===== config.mk =====
export PLATFORM = sky130hd
export DESIGN_NAME = free_extent_table
export DESIGN_NICKNAME = d
export VERILOG_FILES = /design/src/rtl/fet_pkg.sv /design/src/rtl/fet_mem.sv /design/src/rtl/free_extent_table.sv
export SDC_FILE = /design/constraint.sdc
export NUM_CORES = 1
export LEC_CHECK = 0
export ABC_CLOCK_PERIOD_IN_PS = 6930
export BUFFER_PORTS_ARGS = -buffer_cell sky130_fd_sc_hd__buf_2
export CAP_MARGIN = 10
export CORE_MARGIN = 2
export CORE_UTILIZATION = 35
export CTS_CLUSTER_DIAMETER = 60
export CTS_CLUSTER_SIZE = 8
export DETAILED_ROUTE_END_ITERATION = 7
export PLACE_DENSITY_LB_ADDON = 0.1
export SYNTH_ARGS = -nofsm -noshare
export SYNTH_HDL_FRONTEND = slang
export SYNTH_HIERARCHICAL = 1
export SYNTH_SLANG_ARGS = --single-unit

===== constraint.sdc =====
create_clock -name clk -period 6.93 [get_ports clk]
set_clock_uncertainty 0.15 [all_clocks]
set_input_delay 0.693 -clock clk [delete_from_list [all_inputs] [get_ports clk]]
set_output_delay 0.693 -clock clk [all_outputs]
set_load 0.02 [all_outputs]

===== src/rtl/fet_pkg.sv =====
// fet_pkg: payload structs and status codes for the free extent table.
// No dependencies.
package fet_pkg;
	typedef struct packed {
		logic       op;
		logic [7:0] addr;
		logic [8:0] size;
	} in_item_t;

	typedef struct packed {
		logic [1:0] status;
		logic [8:0] largest_free;
		logic [4:0] extent_count;
	} out_item_t;

	localparam logic [1:0] ST_OK      = 2'd0;
	localparam logic [1:0] ST_NO_EXT  = 2'd1;
	localparam logic [1:0] ST_TOO_BIG = 2'd2;
	localparam logic [1:0] ST_FULL    = 2'd3;

	localparam logic OP_ALLOC = 1'b0;
	localparam logic OP_FREE  = 1'b1;
endpackage


===== src/rtl/fet_mem.sv =====
// fet_mem: extent table storage, one write and one registered read port.
// Depends on nothing.
module fet_mem #(
	parameter int DEPTH = 16,
	parameter int AW    = 4,
	parameter int DW    = 25
) (
	input  logic          clk,
	input  logic          we,
	input  logic [AW-1:0] waddr,
	input  logic [DW-1:0] wdata,
	input  logic [AW-1:0] raddr,
	output logic [DW-1:0] rdata
);
	logic [DW-1:0] mem [DEPTH];

	always_ff @(posedge clk) begin
		if (we)
			mem[waddr] <= wdata;
		rdata <= mem[raddr];
	end
endmodule


===== src/rtl/free_extent_table.sv =====
// free_extent_table: top level. Table of free heap extents ordered by start.
// Uses fet_pkg and fet_mem (a ping-pong pair of tables).
//
// Usage: one input channel (in_valid/in_ready/in_data) carrying op, addr and
// size, one output channel (out_valid/out_ready/out_data) carrying status,
// largest free length and extent count. One result per transfer in.
// Items are processed one at a time. Allocation streams the current table
// through a memory read and writes a new copy into the other bank, dropping
// or adjusting the hit entry; a free streams the table once, inserting the
// new region in order and merging touching neighbours on the fly.
// A free that inserts nothing skips the table pass. The pass length is set by
// the single read port of the active bank plus the insertion and final flush
// of a free.
// An unsuccessful item leaves the active bank unchanged (the scratch copy is
// discarded). The result sits in an output register; the next item is taken
// the cycle after that result's transfer, so a stalled receiver simply holds
// the block after it has finished. Reset empties the table at once (count
// zero); table contents need no clearing.
module free_extent_table #(
	parameter int HEAP_SIZE   = 256,
	parameter int MAX_EXTENTS = 16
) (
	input  logic               clk,
	input  logic               arst_n,
	input  logic               in_valid,
	output logic               in_ready,
	input  fet_pkg::in_item_t  in_data,
	output logic               out_valid,
	input  logic               out_ready,
	output fet_pkg::out_item_t out_data
);
	localparam int AW = (MAX_EXTENTS > 1) ? $clog2(MAX_EXTENTS) : 1;
	localparam int CW = $clog2(MAX_EXTENTS + 2);
	localparam int HW = $clog2(HEAP_SIZE + 1);
	localparam int DW = 8 + 9;

	typedef enum logic [3:0] {
		S_IDLE = 4'b0001,
		S_RUN  = 4'b0010,
		S_TAIL = 4'b0100,
		S_DONE = 4'b1000
	} state_t;

	state_t state_q;
	logic          bank_q;
	logic [CW-1:0] used_q;
	logic [CW-1:0] rd_q;     // entries requested
	logic [CW-1:0] nout_q;   // entries written to scratch
	logic          rvalid_s1;
	fet_pkg::in_item_t item_q;
	logic [HW-1:0] fsize_q;
	logic          placed_q, hit_q, err_q;
	logic [1:0]    status_q;
	logic          pend_q;   // merge accumulator holds an extent
	logic [8:0]    pst_q;
	logic [HW-1:0] plen_q;
	logic [8:0]    big_q;
	logic [8:0]    bigold_q;
	logic          out_valid_q;
	fet_pkg::out_item_t out_q;

	logic [DW-1:0] rdata0, rdata1, rdata, wdata;
	logic          we;
	logic [AW-1:0] waddr, raddr;

	// one merge step: next candidate extent (from table or the new region)
	logic          c_valid;
	logic [8:0]    c_st;
	logic [HW-1:0] c_len;
	logic          c_is_new;
	logic          emit;
	logic [8:0]    emit_st;
	logic [HW-1:0] emit_len;
	logic          can_new;

	fet_mem #(.DEPTH(MAX_EXTENTS), .AW(AW), .DW(DW)) u_bank0 (
		.clk(clk), .we(we && bank_q), .waddr(waddr), .wdata(wdata),
		.raddr(raddr), .rdata(rdata0));
	fet_mem #(.DEPTH(MAX_EXTENTS), .AW(AW), .DW(DW)) u_bank1 (
		.clk(clk), .we(we && !bank_q), .waddr(waddr), .wdata(wdata),
		.raddr(raddr), .rdata(rdata1));

	// re-read the current entry while the new region is inserted ahead of it
	assign rdata    = bank_q ? rdata1 : rdata0;
	assign raddr    = (c_valid && c_is_new) ? AW'(rd_q - 1'b1) : rd_q[AW-1:0];
	assign in_ready = (state_q == S_IDLE) && !out_valid_q;
	assign out_valid = out_valid_q;
	assign out_data  = out_q;

	// clipped free length of the incoming item, zero when nothing is inserted
	logic [HW-1:0] room_in, fsize_in;
	logic          noop_in;
	assign room_in = HW'(HEAP_SIZE) - HW'(in_data.addr);
	always_comb begin
		if (in_data.size == '0 || HW'(in_data.addr) >= HW'(HEAP_SIZE))
			fsize_in = '0;
		else if ({1'b0, in_data.size} > {1'b0, room_in})
			fsize_in = room_in;
		else
			fsize_in = HW'(in_data.size);
	end
	assign noop_in = in_data.op == fet_pkg::OP_FREE && fsize_in == '0;

	// result keeps the old table: error, full table or empty free
	logic full_c, keep_c;
	assign full_c = item_q.op == fet_pkg::OP_FREE && nout_q > CW'(MAX_EXTENTS);
	assign keep_c = err_q || full_c;

	// current streamed entry
	logic [7:0] e_st;
	logic [8:0] e_len;
	assign e_st  = rdata[16:9];
	assign e_len = rdata[8:0];

	always_comb begin
		can_new    = item_q.op == fet_pkg::OP_FREE && !placed_q && fsize_q != '0;
		c_valid    = 1'b0;
		c_is_new   = 1'b0;
		c_st       = '0;
		c_len      = '0;
		if (state_q == S_RUN && rvalid_s1) begin
			if (can_new && {1'b0, e_st} > {1'b0, item_q.addr}) begin
				c_valid = 1'b1; c_is_new = 1'b1;
				c_st = {1'b0, item_q.addr}; c_len = fsize_q;
			end else begin
				c_valid = 1'b1;
				c_st = {1'b0, e_st}; c_len = HW'(e_len);
			end
		end else if (state_q == S_TAIL && can_new) begin
			c_valid = 1'b1; c_is_new = 1'b1;
			c_st = {1'b0, item_q.addr}; c_len = fsize_q;
		end
	end

	// alloc per-entry decision
	logic          a_hit;
	logic [8:0]    a_rem;
	assign a_hit = !hit_q && e_st == item_q.addr;
	assign a_rem = e_len - item_q.size;

	always_comb begin
		we       = 1'b0;
		waddr    = nout_q[AW-1:0];
		wdata    = '0;
		emit     = 1'b0;
		emit_st  = '0;
		emit_len = '0;
		if (item_q.op == fet_pkg::OP_ALLOC) begin
			if (state_q == S_RUN && rvalid_s1) begin
				if (a_hit) begin
					if (item_q.size <= e_len && a_rem != '0) begin
						we = 1'b1;
						wdata = {8'(e_st + item_q.size[7:0]), a_rem};
					end
				end else begin
					we = 1'b1; wdata = rdata;
				end
			end
		end else if (c_valid) begin
			if (pend_q && (pst_q + 9'(plen_q)) == c_st) begin
				emit = 1'b0;
			end else if (pend_q) begin
				emit = 1'b1; emit_st = pst_q; emit_len = plen_q;
			end
		end else if (state_q == S_TAIL && pend_q && !can_new) begin
			emit = 1'b1; emit_st = pst_q; emit_len = plen_q;
		end
		if (emit && nout_q < CW'(MAX_EXTENTS)) begin
			we = 1'b1; wdata = {emit_st[7:0], 9'(emit_len)};
		end
	end

	// sequencer
	always_ff @(posedge clk or negedge arst_n) begin
		if (!arst_n) begin
			state_q     <= S_IDLE;
			bank_q      <= 1'b0;
			used_q      <= '0;
			rd_q        <= '0;
			nout_q      <= '0;
			rvalid_s1   <= 1'b0;
			out_valid_q <= 1'b0;
			pend_q      <= 1'b0;
			placed_q    <= 1'b0;
			hit_q       <= 1'b0;
			err_q       <= 1'b0;
		end else begin
			if (out_valid_q && out_ready)
				out_valid_q <= 1'b0;
			unique case (state_q)
				S_IDLE: begin
					if (in_valid && in_ready) begin
						item_q    <= in_data;
						fsize_q   <= fsize_in;
						rd_q      <= '0;
						nout_q    <= '0;
						placed_q  <= 1'b0;
						hit_q     <= 1'b0;
						err_q     <= noop_in;
						pend_q    <= 1'b0;
						status_q  <= fet_pkg::ST_OK;
						big_q     <= '0;
						rvalid_s1 <= 1'b0;
						state_q   <= noop_in ? S_DONE : S_RUN;
					end
				end
				S_RUN: begin
					// issue reads, stall the read pointer when new region inserts
					if (!(c_valid && c_is_new)) begin
						if (rd_q < used_q) begin
							rd_q <= rd_q + 1'b1;
							rvalid_s1 <= 1'b1;
						end else begin
							rvalid_s1 <= 1'b0;
						end
					end
					if (item_q.op == fet_pkg::OP_ALLOC) begin
						if (rvalid_s1) begin
							if (a_hit) begin
								hit_q <= 1'b1;
								if (item_q.size > e_len) begin
									err_q <= 1'b1; status_q <= fet_pkg::ST_TOO_BIG;
								end
							end
							if (we) begin
								nout_q <= nout_q + 1'b1;
								if ((a_hit ? a_rem : e_len) > big_q)
									big_q <= a_hit ? a_rem : e_len;
							end
						end
					end
					if (rd_q == used_q && !rvalid_s1)
						state_q <= S_TAIL;
				end
				S_TAIL: begin
					if (item_q.op == fet_pkg::OP_ALLOC) begin
						state_q <= S_DONE;
						if (!hit_q) begin
							err_q <= 1'b1; status_q <= fet_pkg::ST_NO_EXT;
						end
					end else if (!can_new && !pend_q) begin
						state_q <= S_DONE;
					end
				end
				S_DONE: begin
					if (!out_valid_q) begin
						out_valid_q <= 1'b1;
						if (keep_c) begin
							out_q.status <= full_c ? fet_pkg::ST_FULL : status_q;
							out_q.largest_free <= bigold_q;
							out_q.extent_count <= 5'(used_q);
						end else begin
							out_q.status <= fet_pkg::ST_OK;
							out_q.largest_free <= big_q;
							out_q.extent_count <= 5'(nout_q);
							used_q <= nout_q;
							bank_q <= !bank_q;
						end
						state_q <= S_IDLE;
					end
				end
				default: state_q <= S_IDLE;
			endcase
			// merge accumulator for frees
			if (item_q.op == fet_pkg::OP_FREE && state_q != S_IDLE && state_q != S_DONE) begin
				if (c_valid) begin
					if (c_is_new) placed_q <= 1'b1;
					if (pend_q && (pst_q + 9'(plen_q)) == c_st) begin
						plen_q <= plen_q + c_len;
					end else begin
						pst_q <= c_st; plen_q <= c_len; pend_q <= 1'b1;
					end
				end else if (state_q == S_TAIL && pend_q && !can_new) begin
					pend_q <= 1'b0;
				end
				if (emit) begin
					nout_q <= nout_q + 1'b1;
					if (9'(emit_len) > big_q) big_q <= 9'(emit_len);
				end
			end
		end
	end

	// largest extent of the table before the step, kept for error results
	always_ff @(posedge clk or negedge arst_n) begin
		if (!arst_n)
			bigold_q <= '0;
		else if (state_q == S_DONE && !out_valid_q && !keep_c)
			bigold_q <= big_q;
	end

	// table count never exceeds capacity
	assert property (@(posedge clk) disable iff (!arst_n)
		used_q <= CW'(MAX_EXTENTS))
		else $error("extent count above capacity");
	// new item only taken when idle with output free
	assert property (@(posedge clk) disable iff (!arst_n)
		(in_valid && in_ready) |=> (state_q == S_RUN || state_q == S_DONE))
		else $error("item accepted outside idle");
	// bank flips only on a completed item
	assert property (@(posedge clk) disable iff (!arst_n)
		(bank_q != $past(bank_q)) |-> $rose(out_valid_q))
		else $error("bank swap without result");
endmodule

==> summary.md <==
| Metric | Value |
|---|---|
| Drt total wl | 79.1 mm |
| Hold Crit Class | input pin to async pin |
| Slew Viols, Final | 0 |
| Ys Warns | 6 |
| Synth Cell Area | 29,600 um^2 |
| Number of global-route vias before repair | 16,723 |
| Top FF cell, synth | edfxtp_1 |
| Most frequent cells in the layout | edfxtp_1 (615), mux4_2 (130), clkbuf_16 (100) |
| Largest net degree at the start of global routing | 80 |
| Final Net Count | 2,048 |
| Chip height | 295 um |
| Number of synthesized flops with an enable pin | 615 |
| Placer Congestion | 0.886 |
| Mapped Cells | 1,785 |
| Top cells by area, synth | edfxtp_1 (62%), mux4_2 (9.9%), ha_1 (3.3%), dfrtp_1 (2.9%), dfxtp_1 (2.3%) |
| RSZ-0062 raised after global routing | false |
| Worst-path clk slew | 50 ps |
| Post-cts sizing count | 0 |
| Netlist cell types | 77 |
| Multi-input combinational cell area | 8920 um^2 |
| Mean Syn Cell Area | 16.6 um^2 |
| Worst-Margin Slew | 1120 ps |
| Flops & latches, synth | 684 |
| Period utilization | 0.904 |
| Power Internal | 7.89 mW |
| Vias/cell | 5.25 |
| Comb pwr share | 0.147 |
| Setup_tns | 0 ps |
| Clock Power Share | 0.408 |
| Final hold violation count | 0 |
| Clk buf depth | 3 |
| CP arrival | 6490 ps |
| Full die area | 86,800 um^2 |
| Area growth, synth to finish | 16.5% |
| Sequential area share after synthesis | 0.678 |
| Startpoint Class | flop |
| Remaining DRCs | 0 |
| Synth area leader | edfxtp_1 |
| Die W | 295 um |
| WP buf/inv | 2 |
| Post-route ant nets | 0 |
| Critical path's largest stage delay | 650 ps |
| Synth top area share | 0.625 |
| FF-to-FF End | big_q[6]$_DFFE_PP_ |
| Register share of total power | 0.445 |
| Rows | 106 |
| First-pass GRT wire length | 116 mm |
| Dpl hpwl | 50.8 mm |
| Static Leak | 13.0 nW |
| CP Capture Type | flop |
| Commonest non-fill, non-tap cell in the layout | edfxtp_1 |
| Power Total | 10.7 mW |
| Worst R2R Setup Slack | 670 ps |
| Share of cells above drive strength 1 | 0.237 |
| Hold buffers post-CTS | 0 |
| Cell depth of the worst flop-to-flop path | 23 |
| Crit path cell chain | mux2i_1 > inv_1 > ha_1 > a211oi_1 > nor2_1 > or3_4 > o21ai_2 > nand4_1 > a32o_1 > nor4b_4 > a21oi_4 > buf_4 > and2_1 > ha_1 > o21a_1 > o21a_1 > o21a_1 > o21a_1 > o21a_1 > o21ai_0 > a21oi_1 > nand2_2 > mux2_2 |
| CTS tree | done |
| Core area | 83,700 um^2 |
| TritonCTS Buffers | 99 |
| Drt initial violations | 1,266 |
| Initial cell density of the core | 0.353 |
| Total vias in the final route | 16,454 |
| Critical path peak fanout | 16 |
| Achievable frequency | 160 MHz |
| CTS H-tree depth | 3 |
| Clk sinks | 684 |
| Register area | 20,000 um^2 |
| Worst R2R Start | bank_q$_DFFE_PN0P_ |
| WP depth | 23 |
| # Post-CTS Setup Buffers | 0 |
| Critical path class | flop to flop |
| Max_cap viols | 0 |
| GR Overflow Total | 0 |
| Status | complete, no violations |
| Worst VDD drop | 0.000231 V |
| Crit path required time | 7160 ps |
| I/O pin total | 40 |
| Syn_nets | 1,888 |
| Port-buffer cells | 39 |
| Fillers | 7,615 |
| Pwr dens | 309 nW/um^2 |
| Crit path max-delay cell type | o21ai_2 |
| Clk_lat worst skew | 640 ps |
| Wire per inst | 25.2 um |
| Root cell of the clock tree | clkbuf_16 |
| Family with the most delay on the worst path | compound AO/OA/AOI/OAI gates |
| Detailed Routing Iterations Pass 1 | 5 |
| Net Sw Frac | 0.260 |
| Initial antenna violation count | 4 |
| Minimum clock period | 6260 ps |
| Rel. slew slack | 0.256 |
| Final Setup Violations | 0 |
| Post-synth ARST share | 0.0512 |
| Global Route Usage Sum | 0.184 |
| Most used cell, CP | o21a_1 |
| NetSw | 2.77 mW |
power groups by stage:
stage,Sequential [mW],Combinational [mW],Clock (mW)
final,4.74,1.56,4.35
after global routing,4.76,1.72,4.65
after CTS,4.75,1.59,4.47
after detailed placement,4.82,1.59,0
after global placement,4.82,1.58,0
after floorplan,4.73,1.20,0
sequential cells by signal, summed over array words and instances (netlist names), 16 cells and up:
signal,flops
u_bank0/mem,272
u_bank0/rdata,17
item_q,18
u_bank1/rdata,17
u_bank1/mem,272
out_data,16
cell type report:
class,count,area share
clock inverter,13,0.00334
multi-input combinational,941,0.259
sequential,684,0.582
antenna,2,0.000145
tap,1134,0.0412
inverter,83,0.00905
timing repair buffer,136,0.0279
clock buffer,144,0.0775
worst max path at each step:
stage / slack [ps] / end / from
floorplan: 870 / u_bank0/mem[0][0]$_DFFE_PP_ / bank_q$_DFFE_PN0P_
global placement: 830 / big_q[6]$_DFFE_PP_ / bank_q$_DFFE_PN0P_
detailed placement: 760 / big_q[3]$_DFFE_PP_ / bank_q$_DFFE_PN0P_
CTS: 750 / big_q[3]$_DFFE_PP_ / bank_q$_DFFE_PN0P_
global route: 320 / big_q[5]$_DFFE_PP_ / bank_q$_DFFE_PN0P_
finish: 670 / big_q[6]$_DFFE_PP_ / bank_q$_DFFE_PN0P_
cells by family after synthesis:
family / after synthesis / share of synthesized area
mux: 210 / 0.131
fa+ha+maj: 81 / 0.0353
simple gates: 321 / 0.0533
flops: 684 / 0.678
buf+inv: 160 / 0.0249
compound gates: 284 / 0.0644
xor+xnor: 45 / 0.0133
cell usage after synthesis, drive strengths merged (11+ instances only):
library cell and instances:
buf 37, xnor2 25, clkbuf 40, edfxtp 615
and2 17, o21a 17, xor2 20, a21oi 63
nand2b 13, nor3 24, ha 77, mux2i 34
nor2b 13, nand3 19, o211ai 11, nand4 15
dfxtp 34, mux2 40, mux4 136, a21o 12
nand2 94, nor2 91, o21ai 51, a22oi 69
dfrtp 34, a22o 18, inv 83
per-stage QoR:
stage | hold WS, ps | setup slack [ps] | std cells | area, um^2 | util
floorplan | 247 | 869 | 1785 | 29600 | -
global placement | 336 | 833 | 2978 | 31600 | 0.378
global route | 55.6 | 316 | 3135 | 34400 | 0.411
finish | 36.1 | 668 | 3137 | 34400 | 0.411
detailed placement | 337 | 763 | 2978 | 31600 | 0.378
CTS | 27.9 | 751 | 3135 | 34400 | 0.411
per-layer routing:
metal	up-vias	wire (um)	global-route usage	share of wire
li1	7371	-	-	-
met1	8567	35300	0.252	0.45
met2	403	38600	0.305	0.49
met3	113	3300	0.0253	0.042
met4	0	1910	0.0605	0.024
met5	-	0	0	0
No activity file was read; power rests on OpenSTA's default activity.
